<file path="config.mk">
export PLATFORM = sky130hd
export DESIGN_NAME = datagram_deframe_checker_top
export DESIGN_NICKNAME = d
export VERILOG_FILES = /design/src/rtl/core/dfc_pkg.sv /design/src/rtl/core/dfc_in_stage.sv /design/src/rtl/core/dfc_frame_check.sv /design/src/rtl/core/dfc_out_stage.sv /design/src/rtl/core/datagram_deframe_checker_top.sv
export VERILOG_INCLUDE_DIRS = /design/src /design/src/rtl/core
export SDC_FILE = /design/constraint.sdc
export NUM_CORES = 1
export LEC_CHECK = 0
export ABC_CLOCK_PERIOD_IN_PS = 3200
export BUFFER_PORTS_ARGS = -buffer_cell sky130_fd_sc_hd__buf_2
export CAP_MARGIN = 20
export CORE_MARGIN = 2
export CORE_UTILIZATION = 30
export CTS_CLUSTER_DIAMETER = 120
export DETAILED_ROUTE_END_ITERATION = 8
export GPL_TIMING_DRIVEN = 0
export PLACE_DENSITY = 0.48
export SYNTH_ARGS = -nofsm -noshare
export SYNTH_HDL_FRONTEND = slang
export SYNTH_HIERARCHICAL = 1
export SYNTH_SLANG_ARGS = --single-unit
</file>
<file path="constraint.sdc">
create_clock -name clk -period 3.2 [get_ports clk]
set_clock_uncertainty 0.1 [all_clocks]
set_input_delay 0.64 -clock clk [delete_from_list [all_inputs] [get_ports clk]]
set_output_delay 0.64 -clock clk [all_outputs]
set_load 0.02 [all_outputs]
</file>
<file path="src/rtl/core/assert_macros.svh">
// Assertion macros shared by the deframe checker RTL.
// Empty bodies when SYNTHESIS is defined; no other dependencies.
`ifndef ASSERT_MACROS_SVH
`define ASSERT_MACROS_SVH

`ifndef SYNTHESIS
// Implication or plain property, checked on every rising edge outside reset.
`define DFC_ASSERT(label, clk, rst, prop) \
  label: assert property (@(posedge clk) disable iff (rst) prop) \
    else $error("deframe checker assertion failed");
// Condition that must never hold outside reset.
`define DFC_NEVER(label, clk, rst, cond) \
  label: assert property (@(posedge clk) disable iff (rst) !(cond)) \
    else $error("deframe checker forbidden condition seen");
`else
`define DFC_ASSERT(label, clk, rst, prop)
`define DFC_NEVER(label, clk, rst, cond)
`endif

`endif

</file>
<file path="src/rtl/core/dfc_pkg.sv">
// Shared types and constants for the datagram deframe checker.
// No dependencies; imported by every module of the block.
package dfc_pkg;

  localparam int unsigned BYTE_W = 8;
  localparam int unsigned POS_W  = 10;
  localparam int unsigned CFG_IDX_W = 2;

  localparam logic [BYTE_W-1:0] START_MARKER_RESET = 8'h20;
  localparam logic [BYTE_W-1:0] END_MARKER_RESET   = 8'h30;
  // Start, type, sequence, length, checksum, end.
  localparam logic [POS_W-1:0] FRAME_OVERHEAD = 10'd6;
  localparam logic [POS_W-1:0] POS_MAX        = {POS_W{1'b1}};
  localparam logic [POS_W-1:0] POS_START      = 10'd0;
  localparam logic [POS_W-1:0] POS_TYPE       = 10'd1;
  localparam logic [POS_W-1:0] POS_SEQ        = 10'd2;
  localparam logic [POS_W-1:0] POS_LEN        = 10'd3;
  localparam logic [POS_W-1:0] POS_PAYLOAD    = 10'd4;

  localparam logic [CFG_IDX_W-1:0] CFG_START_MARKER = 2'd0;
  localparam logic [CFG_IDX_W-1:0] CFG_END_MARKER   = 2'd1;

  typedef enum logic [2:0] {
    ST_OK       = 3'd0,
    ST_SHORT    = 3'd1,
    ST_MARKER   = 3'd2,
    ST_CHECKSUM = 3'd3,
    ST_LENGTH   = 3'd4
  } status_t;

  typedef struct packed {
    logic              last_byte;
    logic [BYTE_W-1:0] data_byte;
  } in_item_t;

  typedef struct packed {
    logic [BYTE_W-1:0] sequence_number;
    logic [BYTE_W-1:0] payload_type;
    status_t           status;
    logic              frame_done;
    logic [BYTE_W-1:0] payload_byte;
    logic              payload_valid;
  } result_t;

  typedef struct packed {
    logic                 we;
    logic [CFG_IDX_W-1:0] index;
    logic [BYTE_W-1:0]    wdata;
  } cfg_write_t;

  // Handshake between input stage and result stage.
  typedef struct packed {
    logic valid;    // input register holds an item
    logic advance;  // item moves into the result register this cycle
  } stage_ctrl_t;

endpackage

</file>
<file path="src/rtl/core/dfc_in_stage.sv">
// Input register of the deframe checker: holds one accepted byte request.
// Depends on dfc_pkg.
module dfc_in_stage
  import dfc_pkg::*;
(
  input  logic              clk,
  input  logic              rst,
  input  logic              s_tvalid,
  output logic              s_tready,
  input  logic [BYTE_W-1:0] s_tdata,
  input  logic              s_tlast,
  input  logic              advance,
  output logic              valid,
  output in_item_t          item
);

  // Free when empty or when the held byte leaves this cycle.
  assign s_tready = !valid || advance;

  always_ff @(posedge clk) begin
    if (rst) begin
      valid <= 1'b0;
    end else if (s_tvalid && s_tready) begin
      valid <= 1'b1;
    end else if (advance) begin
      valid <= 1'b0;
    end
  end

  always_ff @(posedge clk) begin
    if (s_tvalid && s_tready) begin
      item.data_byte <= s_tdata;
      item.last_byte <= s_tlast;
    end
  end

endmodule

</file>
<file path="src/rtl/core/dfc_frame_check.sv">
// Frame state, marker registers and per-byte check logic.
// Depends on dfc_pkg and assert_macros.svh.
`include "assert_macros.svh"
module dfc_frame_check
  import dfc_pkg::*;
(
  input  logic        clk,
  input  logic        rst,
  input  cfg_write_t  cfg,
  input  stage_ctrl_t ctrl,
  input  in_item_t    item,
  output result_t     result
);

  logic [BYTE_W-1:0] start_marker;
  logic [BYTE_W-1:0] end_marker;

  logic [POS_W-1:0]  byte_position;
  logic [BYTE_W-1:0] lagged_sum;
  logic [BYTE_W-1:0] previous_byte;
  logic [BYTE_W-1:0] second_previous_byte;
  logic [BYTE_W-1:0] first_byte_seen;
  logic [BYTE_W-1:0] type_seen;
  logic [BYTE_W-1:0] sequence_seen;
  logic [BYTE_W-1:0] declared_length;

  logic [BYTE_W-1:0] sum_before;
  logic [BYTE_W-1:0] first_byte;
  logic [POS_W:0]    payload_end;
  logic              in_payload;
  logic [POS_W-1:0]  len_minus_overhead;
  status_t           status_next;

  always_ff @(posedge clk) begin
    if (rst) begin
      start_marker <= START_MARKER_RESET;
      end_marker   <= END_MARKER_RESET;
    end else if (cfg.we) begin
      unique case (cfg.index)
        CFG_START_MARKER: start_marker <= cfg.wdata;
        CFG_END_MARKER:   end_marker   <= cfg.wdata;
        default: ;
      endcase
    end
  end

  // Second previous byte is still zero for the first two bytes of a frame.
  assign sum_before  = lagged_sum + second_previous_byte;
  assign first_byte  = (byte_position == POS_START) ? item.data_byte : first_byte_seen;
  assign payload_end = {1'b0, POS_PAYLOAD} + {{(POS_W + 1 - BYTE_W){1'b0}}, declared_length};
  assign in_payload  = (byte_position >= POS_PAYLOAD) && ({1'b0, byte_position} < payload_end);
  // pos + 1 - 6; only used once the frame is at least six bytes long
  assign len_minus_overhead = byte_position + 10'd1 - FRAME_OVERHEAD;

  always_comb begin
    if (byte_position < FRAME_OVERHEAD - 10'd1) begin
      status_next = ST_SHORT;
    end else if (first_byte != start_marker || item.data_byte != end_marker) begin
      status_next = ST_MARKER;
    end else if (sum_before != previous_byte) begin
      status_next = ST_CHECKSUM;
    end else if (byte_position == POS_MAX ||
                 {{(POS_W - BYTE_W){1'b0}}, declared_length} != len_minus_overhead) begin
      status_next = ST_LENGTH;
    end else begin
      status_next = ST_OK;
    end
  end

  always_comb begin
    result.payload_valid   = in_payload;
    result.payload_byte    = in_payload ? item.data_byte : '0;
    result.frame_done      = item.last_byte;
    result.status          = item.last_byte ? status_next : ST_OK;
    result.payload_type    = (byte_position == POS_TYPE) ? item.data_byte : type_seen;
    result.sequence_number = (byte_position == POS_SEQ) ? item.data_byte : sequence_seen;
  end

  always_ff @(posedge clk) begin
    if (rst) begin
      byte_position        <= '0;
      lagged_sum           <= '0;
      previous_byte        <= '0;
      second_previous_byte <= '0;
      first_byte_seen      <= '0;
      type_seen            <= '0;
      sequence_seen        <= '0;
      declared_length      <= '0;
    end else if (ctrl.advance) begin
      if (item.last_byte) begin
        byte_position        <= '0;
        lagged_sum           <= '0;
        previous_byte        <= '0;
        second_previous_byte <= '0;
        first_byte_seen      <= '0;
        type_seen            <= '0;
        sequence_seen        <= '0;
        declared_length      <= '0;
      end else begin
        lagged_sum           <= sum_before;
        second_previous_byte <= previous_byte;
        previous_byte        <= item.data_byte;
        if (byte_position != POS_MAX) begin
          byte_position <= byte_position + 10'd1;
        end
        if (byte_position == POS_START) begin
          first_byte_seen <= item.data_byte;
        end
        if (byte_position == POS_TYPE) begin
          type_seen <= item.data_byte;
        end
        if (byte_position == POS_SEQ) begin
          sequence_seen <= item.data_byte;
        end
        if (byte_position == POS_LEN) begin
          declared_length <= item.data_byte;
        end
      end
    end
  end

  `DFC_ASSERT(a_clear_after_last, clk, rst, ctrl.advance && item.last_byte |=> byte_position == '0 && lagged_sum == '0)
  `DFC_NEVER(a_payload_in_header, clk, rst, result.payload_valid && byte_position < POS_PAYLOAD)
  `DFC_ASSERT(a_pos_holds_when_stalled, clk, rst, !ctrl.advance |=> $stable(byte_position))
  `DFC_NEVER(a_status_without_done, clk, rst, ctrl.valid && result.status != ST_OK && !result.frame_done)

endmodule

</file>
<file path="src/rtl/core/dfc_out_stage.sv">
// Result register of the deframe checker with its output handshake.
// Depends on dfc_pkg.
module dfc_out_stage
  import dfc_pkg::*;
(
  input  logic    clk,
  input  logic    rst,
  input  logic    in_valid,
  input  result_t result,
  output logic    advance,
  output logic    m_tvalid,
  input  logic    m_tready,
  output result_t held
);

  // Load a new result whenever the register is empty or being drained.
  assign advance = in_valid && (!m_tvalid || m_tready);

  always_ff @(posedge clk) begin
    if (rst) begin
      m_tvalid <= 1'b0;
    end else if (advance) begin
      m_tvalid <= 1'b1;
    end else if (m_tready) begin
      m_tvalid <= 1'b0;
    end
  end

  always_ff @(posedge clk) begin
    if (advance) begin
      held <= result;
    end
  end

endmodule

</file>
<file path="src/rtl/core/datagram_deframe_checker_top.sv">
// Top level of the datagram deframe checker: byte stream in, checked byte stream out.
// Depends on dfc_pkg, dfc_in_stage, dfc_frame_check and dfc_out_stage.
//
// Datagram deframe checker. Bytes of a frame (start marker, type, sequence,
// length, payload, checksum, end marker) arrive one request per cycle with
// s_tlast on the final byte; every input request yields exactly one output
// request. Bytes at the declared payload positions come out with m_tuser set;
// on the final byte m_tlast is set and status reports 0 ok, 1 too short,
// 2 bad marker, 3 checksum (8-bit sum of all bytes before the last two),
// 4 length mismatch, first failing check winning. Drop the payload on any
// nonzero status. Throughput is one byte per cycle while the sender offers
// data and the receiver is ready. Output valid rises when the result
// register loads, after the input register has loaded at acceptance; a
// stalled output can hold the result register off. The rate is set by the
// running sum and byte counter, which update once per byte.
// Marker registers are written through cfg_we/cfg_index/cfg_wdata (index 0
// start marker, index 1 end marker, other indexes ignored) and should only be
// changed while no frame is in flight.
module datagram_deframe_checker_top
  import dfc_pkg::*;
(
  input  logic                 clk,
  input  logic                 rst,
  // configuration write port
  input  logic                 cfg_we,
  input  logic [CFG_IDX_W-1:0] cfg_index,
  input  logic [BYTE_W-1:0]    cfg_wdata,
  // byte stream in
  input  logic                 s_tvalid,
  output logic                 s_tready,
  input  logic [7:0]           s_tdata,  // [7:0] data_byte
  input  logic                 s_tlast,  // last_byte
  // checked stream out
  output logic                 m_tvalid,
  input  logic                 m_tready,
  output logic [31:0]          m_tdata,  // [7:0] payload_byte, [10:8] status,
                                         // [18:11] payload_type,
                                         // [26:19] sequence_number, rest zero
  output logic                 m_tuser,  // payload_valid
  output logic                 m_tlast   // frame_done
);

  cfg_write_t  cfg;
  stage_ctrl_t ctrl;
  in_item_t    item;
  result_t     result;
  result_t     held;

  assign cfg.we    = cfg_we;
  assign cfg.index = cfg_index;
  assign cfg.wdata = cfg_wdata;

  dfc_in_stage u_in_stage (
    .clk      (clk),
    .rst      (rst),
    .s_tvalid (s_tvalid),
    .s_tready (s_tready),
    .s_tdata  (s_tdata),
    .s_tlast  (s_tlast),
    .advance  (ctrl.advance),
    .valid    (ctrl.valid),
    .item     (item)
  );

  // Frame state moves forward only when the held byte enters the result register.
  dfc_frame_check u_frame_check (
    .clk    (clk),
    .rst    (rst),
    .cfg    (cfg),
    .ctrl   (ctrl),
    .item   (item),
    .result (result)
  );

  dfc_out_stage u_out_stage (
    .clk      (clk),
    .rst      (rst),
    .in_valid (ctrl.valid),
    .result   (result),
    .advance  (ctrl.advance),
    .m_tvalid (m_tvalid),
    .m_tready (m_tready),
    .held     (held)
  );

  assign m_tdata = {5'd0, held.sequence_number, held.payload_type, held.status,
                    held.payload_byte};
  assign m_tuser = held.payload_valid;
  assign m_tlast = held.frame_done;

endmodule
</file>
==> metrics.yaml <==
status: "completed"
hp-class: "in -> reg"
grt_use_total: 0.155
timing.rr.end: "u_out_stage/held[12]"
final_cell_area_um2: 7400
hold_depth: 1
power-per-cell-area_nw_per_um2: 538
drc: 0
critPathArrivalTime_ns: 2.97
syn_inst: 636
diodes: 0
syn_area_um2: 6120
max_slew_margin: 0.473
cts-root-buf: "clkbuf_16"
crit_start: "u_frame_check/byte_position[0]"
ant_nets: 0
fin_util: 0.368
synth_top_cell_area_share: 0.275
async_flop_share: 0
vias: 4886
critPathMaxFanout: 7
gr-total-overflow: 0
grt_max_degree: 38
p_leak_nw: 2.99
cts.sinks: 122
worstMarginPinSlew_ns: 0.789
endpoint: "u_out_stage/held[12]"
avgSynthCellArea_um2: 9.62
critPathKind: "reg -> reg"
slew_violations: 0
ys_top_cells_by_area: "dfxtp_1 27%, edfxtp_1 19%, a22oi_1 6.1%"
grt_pass1_vias: 5026
reg2reg_slack_ns: 0.28
fp-row-count: 52
ctsHoldBuffers: 0
top_level_ports: 60
max-vdd-ir-drop_mv: 0.382
layout_commonest_cell: "nor2_1"
ys_warn_count: 6
drv_cap: 0
cts_made_buffers: 17
cts_tree: "done"
setup_viol: 0
insertion_delay_ns: 0.42
end_kind: "flip-flop"
post_dp_cell_area_um2: 6740
fmax_mhz: 342
ys_types: 60
ys_ff_latch: 122
dieArea_um2: 21500
drive_above_1_share: 0.187
die_y_um: 147
start_util: 0.304
first_pass_iters: 5
portBuffers: 54
cp-start-kind: "flip-flop"
fp.dieW_um: 147
synthToLayoutAreaGrowth_pct: 21.0
clockBufferDepth: 2
synth_seq_area_share: 0.462
stdcell_count: 997
routed_wl_um: 16000
hold_viol: 0
finalPower_mw: 3.98
required_ns: 3.25
clk_pin_slew_worst_paths_ns: 0.06
dp.final_hpwl_um: 11300
synth_edf_count: 38
routabilityCongestion: 0.845
tns_ns: 0
synth_flop_cell: "dfxtp_1"
min_period_ns: 2.92
cts_max_level: 4
antenna_found_initial: 0
drtIter0Drc: 352
fin_crit_sh: 0.913
yosysTopAreaCell: "dfxtp_1"
routedWlPerCell_um: 16.1
nets: 761
core-area_um2: 20100
via_per_inst: 4.90
grt_pass1_wl_um: 26200
post-place-cells: 964
r2r_cells: 8
rr_startpoint: "u_frame_check/byte_position[0]"
mostFrequentLayoutCells: "99 x nor2_1, 82 x dfxtp_1, 56 x buf_2"
## Yosys cell counts (8+ instances only)
master and n:
buf_4 8, nor2_1 99, dfxtp_1 84, xnor2_1 18, xor2_1 27, inv_1 19
nand3_1 20, nand2_1 26, ha_1 22, and2_1 10, a22oi_1 50, clkbuf_1 37
a21oi_1 38, mux2i_1 14, mux2_2 16, and3_1 11, edfxtp_1 38, o21ai_0 13
## layout make-up
type	instances	area (um2)
Fill cell	2000	12700
Multi-Input combinational cell	450	3050
Sequential cell	122	2830
Clock buffer	18	429
Tap cell	270	338
Timing Repair Buffer	55	278
Buffer	49	224
Clock inverter	14	185
Inverter	19	71.3
## logic make-up after synthesis
group | share of synthesized area
compound gates | 0.151
xor+xnor | 0.0671
fa+ha+maj | 0.0483
buf+inv | 0.0483
flops | 0.462
mux | 0.0561
other cells | 0.000613
simple gates | 0.167
## power breakdown
part / switching, mW / internal, mW
combinational: 0.206 / 0.104
sequential: 0.0257 / 1.64
clock: 0.757 / 1.24
## routing by layer
metal,global-route usage,up-vias,part of all wire
li1,-,2414,-
met1,0.200,2350,0.48
met2,0.253,103,0.47
met3,0.0348,19,0.040
met4,0.0587,0,0.017
met5,0,-,0
## repair_timing
| item | 4_1_cts | 5_1_grt |
|---|---|---|
| hold endpoints to repair | 0 | 0 |
| pin swaps | 0 | 1 |
| buffers inserted | 0 | 1 |
| setup endpoints to repair | 2 | 3 |
| gates resized for setup | 1 | 9 |
## sequential cells by signal (all words and copies together) (netlist names)
register / flops
u_frame_check/end_marker: 8
u_frame_check/first_byte_seen: 8
u_frame_check/byte_position: 10
u_frame_check/type_seen: 8
u_out_stage/m_tvalid: 1
u_frame_check/sequence_seen: 8
u_frame_check/previous_byte: 8
u_frame_check/second_previous_byte: 8
u_frame_check/lagged_sum: 8
u_frame_check/declared_length: 8
u_frame_check/start_marker: 8
u_in_stage/item: 9
u_out_stage/held: 29
u_in_stage/valid: 1
## critical path, stage by stage (launching register included)
cell and delay (ns):
dfxtp_2 0.42, inv_1 0.11, ha_1 0.39, ha_1 0.27
nor4b_4 0.37, nand2_2 0.09, mux4_2 0.44, a2111oi_2 0.33
a311oi_1 0.13
## worst min-delay path by stage
stage	start	endpoint
3_5_place_dp	u_frame_check/second_previous_byte[3]	u_frame_check/second_previous_byte[3]
6_report	s_tdata[3]	u_in_stage/item[3]
3_3_place_gp	u_frame_check/second_previous_byte[4]	u_frame_check/second_previous_byte[4]
5_1_grt	s_tdata[4]	u_in_stage/item[4]
4_1_cts	s_tdata[3]	u_in_stage/item[3]
2_1_floorplan	u_frame_check/second_previous_byte[0]	u_frame_check/second_previous_byte[0]
## per-stage QoR
| stage | setup WS (ns) | hold WS [ns] |
|---|---|---|
| after floorplan | 0.395 | 0.345 |
| after global placement | -0.120 | 0.354 |
| after detailed placement | -0.0399 | 0.365 |
| after CTS | 0.0408 | 0.263 |
| after global routing | -0.0321 | 0.273 |
| final | 0.278 | 0.288 |
(Power assumes the default switching activity.)
